$ cat src/hw/rtl/cpp_pkg.sv
// types, codes and rounding helpers shared by the camera point projection pipeline
`timescale 1ns / 1ps
`default_nettype none
package cpp_pkg;

  typedef enum logic [1:0] {
    ST_VISIBLE = 2'd0,
    ST_RANGE   = 2'd1,
    ST_BEHIND  = 2'd2,
    ST_MARGIN  = 2'd3
  } cpp_status_t;

  typedef enum logic [2:0] {
    CFG_ROW_ZERO   = 3'd0,
    CFG_ROW_ONE    = 3'd1,
    CFG_ROW_TWO    = 3'd2,
    CFG_INTRINSICS = 3'd3,
    CFG_RADIAL     = 3'd4,
    CFG_TANGENTIAL = 3'd5,
    CFG_DISPLAY    = 3'd6
  } cpp_cfg_idx_t;

  localparam logic [47:0] ROW_ZERO_RST   = 48'd3221225472;
  localparam logic [47:0] ROW_ONE_RST    = 48'd49152;
  localparam logic [47:0] ROW_TWO_RST    = 48'd70368744177664;
  localparam logic [23:0] DISPLAY_RST    = 24'd3277280;

  typedef struct packed {
    logic signed [23:0] forward_m;
    logic signed [23:0] left_m;
    logic signed [23:0] up_m;
  } cpp_in_t;

  typedef struct packed {
    logic [1:0]         status;
    logic signed [15:0] pixel_x;
    logic signed [15:0] pixel_y;
  } cpp_out_t;

  typedef struct packed {
    logic [1:0]  status;
    logic        sgn_x;
    logic        sgn_y;
    logic [57:0] num_x;
    logic [57:0] num_y;
    logic [41:0] den;
  } cpp_div_in_t;

  typedef struct packed {
    logic [1:0]         status;
    logic signed [21:0] nx;
    logic signed [21:0] ny;
  } cpp_div_out_t;

  typedef struct packed {
    logic [1:0]         status;
    logic signed [31:0] dx;
    logic signed [31:0] dy;
  } cpp_dist_out_t;

  function automatic logic signed [63:0] rnd_sym(input logic signed [63:0] v,
                                                 input int unsigned s);
    logic [63:0] mag;
    mag = v[63] ? (64'd0 - 64'(v)) : 64'(v);
    mag = (mag + (64'd1 << (s - 1))) >> s;
    return v[63] ? $signed(64'd0 - mag) : $signed(mag);
  endfunction

  function automatic logic signed [31:0] sat32(input logic signed [63:0] v);
    if (v > 64'sd2147483647) begin
      return 32'sh7fffffff;
    end else if (v < -64'sd2147483648) begin
      return 32'sh80000000;
    end
    return v[31:0];
  endfunction

endpackage
`default_nettype wire

$ cat src/hw/rtl/cpp_pixel.sv
// intrinsics, orientation swap, pixel rounding, margin test and output register
`timescale 1ns / 1ps
`default_nettype none
module cpp_pixel #(
  parameter int LANDSCAPE_WIDTH = 800,
  parameter int EDGE_MARGIN     = 200,
  parameter int LANDSCAPE_HEIGHT = 480
) (
  input  wire logic                   clk,
  input  wire logic                   rst_n,
  input  wire logic                   en,
  input  wire logic                   in_vld,
  input  wire cpp_pkg::cpp_dist_out_t in_item,
  input  wire logic [63:0]            intrinsics,
  input  wire logic [23:0]            display,
  output logic                        out_vld,
  output cpp_pkg::cpp_out_t           out_item
);
  import cpp_pkg::*;

  localparam logic signed [17:0] CxBase   = 18'((LANDSCAPE_WIDTH - 1) * 16);
  localparam logic signed [17:0] CyBase   = 18'((LANDSCAPE_HEIGHT - 1) * 16);
  localparam logic signed [51:0] FlipBase = 52'(longint'(LANDSCAPE_WIDTH - 1) << 20);
  localparam logic signed [33:0] MarginNeg = -34'(EDGE_MARGIN);

  logic [3:0] vld_r;
  logic [1:0] st_r [1:3];
  logic signed [48:0] up_1_r, vp_1_r;
  logic signed [51:0] a_2_r, b_2_r;
  logic signed [32:0] px_3_r, py_3_r;
  cpp_out_t out_r;

  logic [15:0] fx, fy, ccx, ccy;
  logic [11:0] width, height;
  logic signed [17:0] cx, cy;
  logic signed [51:0] u, v;
  logic signed [33:0] lim_x, lim_y, pxe, pye;
  logic in_band;

  assign fx     = intrinsics[63:48];
  assign fy     = intrinsics[47:32];
  assign ccx    = intrinsics[31:16];
  assign ccy    = intrinsics[15:0];
  assign width  = display[23:12];
  assign height = display[11:0];

  always_comb begin
    cx      = CxBase - $signed({2'd0, ccx});
    cy      = CyBase - $signed({2'd0, ccy});
    u       = 52'(up_1_r) + (52'(cx) <<< 16);
    v       = 52'(vp_1_r) + (52'(cy) <<< 16);
    lim_x   = $signed(34'(width)) + $signed(34'(EDGE_MARGIN));
    lim_y   = $signed(34'(height)) + $signed(34'(EDGE_MARGIN));
    pxe     = 34'(px_3_r);
    pye     = 34'(py_3_r);
    in_band = (pxe > MarginNeg) && (pxe < lim_x) && (pye > MarginNeg) && (pye < lim_y);
  end

  always_ff @(posedge clk) begin
    if (!rst_n) begin
      vld_r <= '0;
    end else if (en) begin
      vld_r <= {vld_r[2:0], in_vld};
    end
  end

  always_ff @(posedge clk) begin
    if (en) begin
      st_r[1] <= in_item.status;
      st_r[2] <= st_r[1];
      st_r[3] <= st_r[2];
      up_1_r  <= $signed({1'b0, fx}) * in_item.dx;
      vp_1_r  <= $signed({1'b0, fy}) * in_item.dy;
      if (width > height) begin
        a_2_r <= u;
        b_2_r <= v;
      end else begin
        a_2_r <= v;
        b_2_r <= FlipBase - u;
      end
      px_3_r <= 33'(rnd_sym(a_2_r, 20));
      py_3_r <= 33'(rnd_sym(b_2_r, 20));
      if (st_r[3] != ST_VISIBLE) begin
        out_r.status  <= st_r[3];
        out_r.pixel_x <= '0;
        out_r.pixel_y <= '0;
      end else begin
        out_r.status  <= in_band ? ST_VISIBLE : ST_MARGIN;
        out_r.pixel_x <= (px_3_r > 33'sd32767) ? 16'sh7fff :
                         (px_3_r < -33'sd32768) ? 16'sh8000 : px_3_r[15:0];
        out_r.pixel_y <= (py_3_r > 33'sd32767) ? 16'sh7fff :
                         (py_3_r < -33'sd32768) ? 16'sh8000 : py_3_r[15:0];
      end
    end
  end

  assign out_vld  = vld_r[3];
  assign out_item = out_r;

endmodule
`default_nettype wire

$ cat config.mk
export PLATFORM = sky130hd
export DESIGN_NAME = cpp_pixel
export DESIGN_NICKNAME = d
export VERILOG_FILES = /design/src/hw/rtl/cpp_pkg.sv /design/src/hw/rtl/cpp_pixel.sv
export SDC_FILE = /design/constraint.sdc
export NUM_CORES = 2
export LEC_CHECK = 0
export BUFFER_PORTS_ARGS = -buffer_cell sky130_fd_sc_hd__buf_2
export CAP_MARGIN = 20
export CORE_ASPECT_RATIO = 1.4
export CORE_MARGIN = 2
export CORE_UTILIZATION = 35
export CTS_BUF_LIST = sky130_fd_sc_hd__clkbuf_4
export CTS_CLUSTER_DIAMETER = 80
export DETAILED_ROUTE_END_ITERATION = 8
export HOLD_SLACK_MARGIN = 0.15
export PLACE_DENSITY_LB_ADDON = 0.08
export SKIP_CTS_REPAIR_TIMING = 1
export SLEW_MARGIN = 20
export SYNTH_ARGS = -nofsm -noshare
export SYNTH_HDL_FRONTEND = slang
export SYNTH_SLANG_ARGS = --single-unit
$ cat constraint.sdc
create_clock -name clk -period 6.65 [get_ports clk]
set_input_delay 0.665 -clock clk [delete_from_list [all_inputs] [get_ports clk]]
set_output_delay 0.665 -clock clk [all_outputs]
set_load 0.02 [all_outputs]
=== Word-level counts from Yosys, hierarchy flattened ===
Memory sizes are Yosys's and may differ from the RTL's.
Index checks and enable logic that the tools add are counted.

* Add/sub/neg operators: 13
* Multipliers: 2
* $lt $le $gt $ge: 9
* Muxes and demuxes: 14
* Reductions and logical operators: 6

{| class="wikitable"
|+ Operator list
! cell !! number
|-
| $add A53 B20 Y53 const B || 2
|-
| $mux W53 || 2
|-
| $sub A1 B52 Y53 const A || 2
|-
| $mux W52 || 2
|-
| $add A49 B33 Y50 || 2
|-
| $mul A17 B32 Y49 || 2
|-
| $gt A33 B16 Y1 const B || 2
|-
| $gt A33 B9 Y1 const B || 2
|-
| $lt A33 B14 Y1 || 2
|-
| $lt A33 B16 Y1 const B || 2
|-
| $mux W33 || 2
|-
| $sub A1 B33 Y33 const A || 2
|-
| $mux W16 || 4
|-
| $sub A31 B50 Y51 const A || 1
|-
| $mux W34 || 1
|-
| $add A12 B8 Y13 const B || 2
|-
| $sub A13 B16 Y17 const A || 1
|-
| $sub A14 B16 Y17 const A || 1
|-
| $gt A12 B12 Y1 || 1
|-
| $reduce_or A2 Y1 || 2
|-
| $logic_and A1 B1 Y1 || 3
|-
| $mux W1 || 2
|-
| $mux W2 || 1
|-
| $reduce_bool A2 Y1 || 1
|}

* Register bits: 306
* Memory bits (writable): 6
* Input bits: 158
* Output and inout port bits: 35
* Word-level logic and storage cells: 57
* Memories: 1

{| class="wikitable"
|+ Memories
! name !! words !! bits a word !! read ports !! clocked after Yosys merged registers in !! write ports !! RTL line !! RTL
|-
| st_r || 3 || 2 || 3 || 0 || 3 || cpp_pixel.sv:27 || <nowiki>logic [1:0] st_r [1:3];</nowiki>
|}

=== Depth between registers and ports, before layout ===
* Word-level depth: 7
* Mapped depth: 26
* Mapped depth without buffers: 25

=== Worst setup path after synthesis ===
Ideal clock, no wire load.

* Path type: input to register
* Start: in intrinsics[42]
* End: reg vp_1_r[47] (data pin)
* Arrival: 6.872 ns
* Setup slack: -0.487 ns
* Cell stages on the path: 24
* Buffers on the path: 1
* Path through: clkbuf_1 -> nand2_1 -> fa_1 -> inv_1 -> fa_1 -> fa_1 -> fa_1 -> fa_1 -> inv_1 -> fa_1 -> inv_1 -> ha_1 -> a21o_1 -> a21oi_1 -> nor3b_1 -> nand2_1 -> a21oi_1 -> o22ai_1 -> o41ai_1 -> o21a_1 -> o21ai_0 -> a221oi_1 -> o21ai_0 -> xor2_1

* Word-level cells in the longest chain between the ends: 1

{| class="wikitable"
|+ RTL lines
! what !! RTL line !! RTL
|-
| start, declared || cpp_pixel.sv:14 || <nowiki>input wire logic [63:0] intrinsics,</nowiki>
|-
| $mul A17 B32 Y49 || cpp_pixel.sv:73 || <nowiki>vp_1_r <= $signed({1'b0, fy}) * in_item.dy;</nowiki>
|-
| end signal, assigned || cpp_pixel.sv:73 ||
|-
| end, declared || cpp_pixel.sv:28 || <nowiki>logic signed [48:0] up_1_r, vp_1_r;</nowiki>
|}

Every way passes these cells.
A chain may end at the register's enable or synchronous reset.

=== Final worst setup path ===
* Start: in intrinsics[55]
* End: reg up_1_r[47] (data pin)

* Word-level cells in the longest chain between the ends: 1

{| class="wikitable"
|+ RTL lines
! what !! RTL line !! RTL
|-
| $mul A17 B32 Y49 || cpp_pixel.sv:72 || <nowiki>up_1_r <= $signed({1'b0, fx}) * in_item.dx;</nowiki>
|-
| end signal, assigned || cpp_pixel.sv:72 ||
|-
| end, declared || cpp_pixel.sv:28 ||
|}

Every way passes these cells.

==> impl_results.md <==
* CP max stage cell: fa_1
* Fmax at 0.157 GHz
* Worst Setup End Kind: flop
* Syn-to-layout area delta at 15.0%
* Largest cells by area after synthesis: fa_1 34%, edfxtp_1 16%, inv_1 7.8%
* Final ANT Viol Nets at 0
* Final WL at 175 mm
* Crit path required time at 7.30 ns
* Ys async rst share at 0%
* Cell chosen for the clock root: clkbuf_4
* Synth Area in Adders at 41.2%
* Area share of the largest cell type after synthesis at 33.8%
* M1 GR Usage at 25.4%
* Initial Util at 35.1%
* Critical Path Stages at 26
* Synth Area in Simple Gates at 17.8%
* Critical path buffers and inverters at 7
* Die W at 348 microns
* Hpwl dp at 149 mm
* Grt met2 use at 38.8%
* Crit-path leading delay family: adder cells
* Antenna violations before repair at 15
* Mux share of post-synthesis cell area at 0.469%
* R2r startpoint: b_2_r[14]
* Arr. time, crit path at 7.02 ns
* GRT Total Usage at 20.9%
* Drt pass-1 iters at 8
* Dominant combinational cell family by area after synthesis: adder cells
* Syn. warnings at 0
* Longest Clk Path Bufs at 3
* Max FO, Critical Path at 12
* Die ar. at 169000 sq um
* Number of synthesized flops with an enable pin at 305
* Mapped Cells at 6386
* Number of global-route vias before repair at 47700
* Sequential cell area fraction in the yosys report at 15.9%
* Post-Syn Area at 58100 sq um
* DRC at 0
* Kind of critical path: input port to flop
* Yosys reg bits at 309
* Met3 usage at 1.78%
* Unrepaired setup endpoints after global routing: false
* Nets at 8459
* Global route hottest layer: met2
* Compound-Gate Fraction of Synth Area at 9.23%
* IO Pins at 193
* TritonCTS clock tree: built
* Crit path largest cell delay at 0.59 ns
* WL per Instance at 19.0 microns
* Vias per inst at 4.89
* DRT iter0 DRCs at 2134
* Layout cells sized above 1 at 14.2%
* Post-synthesis cell type count at 95
* Outcome: completed
* Worst Hold Class: input port to flop
* Post-synthesis xor/xnor area fraction at 5.83%
* Startpoint Class: input port
* Worst slew pin tran at 1.16 ns
* Worst-skew pair later-pin latency at 0.92 ns
* Core area at 166000 sq um
* Htree depth at 3
* Yosys top cell by area: fa_1
* Worst setup path end: up_1_r[47]
* Final Wtd Congestion at 0.921
* Die H at 486 microns
* Critical path startpoint: intrinsics[55]
* Post-synth net total at 7869
* TritonCTS Buffers at 84
* Worst Skew at 0.0796 ns
* Most frequent cell after synthesis: inv_1
* Largest net degree at the start of global routing at 166
* Clock Sinks at 309
* Top_reg_cell synth: edfxtp_1
* FP Rows at 177
* Final setup viols at 0
* GRT Residual Overflow at 0
* Syn avg cell area at 9.10 sq um
* Max transition margin at 22.3%
* R2r setup slk at 0.94 ns
* First-pass GRT wire length at 273 mm
* Final Hold Vio Count at 0
* Cell mode on critical path: fa_1
* Capture point of the worst reg-to-reg path: py_3_r[23]
* Vias at 44900
* Max-Cap Viols at 0
* Buffers on Ports at 192
* Synth top cells by count: 1215 x inv_1, 980 x fa_1, 828 x nand2_1
* Worst-path clk slew at 0.07 ns
* Fin crit period at 6.37 ns
* Final Core Density at 40.4%
* Tcrit/Tclk final at 95.8%
* Worst R2R Path Depth at 17
* Slew Limit Fails at 0
final cells by class:
| cell class | count | area, sq um |
|---|---|---|
| multi-input cells | 4606 | 43600 |
| repair buffers | 760 | 5600 |
| diodes | 2 | 5.00 |
| inverters | 1215 | 4560 |
| well taps | 2148 | 2690 |
| clock inverters | 35 | 251 |
| clock buffers | 117 | 878 |
| fillers | 16900 | 98800 |
| flip-flops and latches | 309 | 9240 |
cells by family (layout without fill, tap and decap cells):
group           count (synthesis)  after routing
buf+inv                      1471           2127
flops                         309            309
other cells                     0              2
mux                            26             26
xor+xnor                      385            385
fa+ha+maj                    1325           1325
simple gates                 2066           2066
compound gates                804            804
routing by layer:
metal  wire [microns]  share of wire [%]  vias to the layer above
met4             4670                2.7                       14
met1            72300                 41                    22500
li1                 -                  -                    21500
met3             4620                2.6                      188
met5               83              0.048                        -
met2            92900                 53                      736
layout by cell type (no fill, tap or decap), types with 59 or more instances in the layout:
master	count
nand3_1	71
o21ai_0	146
clkbuf_4	119
and2_1	490
fa_1	980
xor2_1	147
nand4_1	59
o21a_1	64
edfxtp_1	305
a21oi_1	194
buf_2	186
inv_1	1215
a21o_1	104
nor2_1	221
nand2_1	828
buf_4	540
xnor2_1	237
ha_1	333
nor3_1	83
flip-flops by register name, indices dropped and copies added (netlist names):
register / cells
py_3_r: 33
out_item: 34
vp_1_r: 49
st_r: 6
a_2_r: 50
px_3_r: 33
vld_r: 4
b_2_r: 51
up_1_r: 49
how the worst min path moves through the flow:
stage	slack (ns)	from	cells after the start	to
2_1_floorplan	0.40	st_r[0][2]	0	st_r[0][4]
3_3_place_gp	0.41	st_r[0][5]	0	st_r[0][7]
3_5_place_dp	0.41	st_r[0][4]	0	st_r[0][6]
4_1_cts	-0.19	in_item[65]	1	st_r[0][3]
5_1_grt	0.20	en	1	a_2_r[14]
6_report	0.27	en	1	a_2_r[24]
through the flow:
| stage | cell area [sq um] | instances | hold WS, ns | TNS (ns) | setup slack, ns |
|---|---|---|---|---|---|
| after floorplan | 58500 | 6386 | 0.400 | -0.0180 | -0.0119 |
| after global placement | 65700 | 9034 | 0.405 | -15.79 | -0.715 |
| after detailed placement | 65700 | 9034 | 0.406 | -16.77 | -0.779 |
| after CTS | 66800 | 9186 | -0.185 | 0 | 0.263 |
| after global routing | 66900 | 9191 | 0.202 | 0 | 0.0130 |
| final | 66900 | 9192 | 0.268 | 0 | 0.281 |
Power is not shown: default switching activity piles up to over one toggle a cycle in this logic, so the estimate is an artifact.
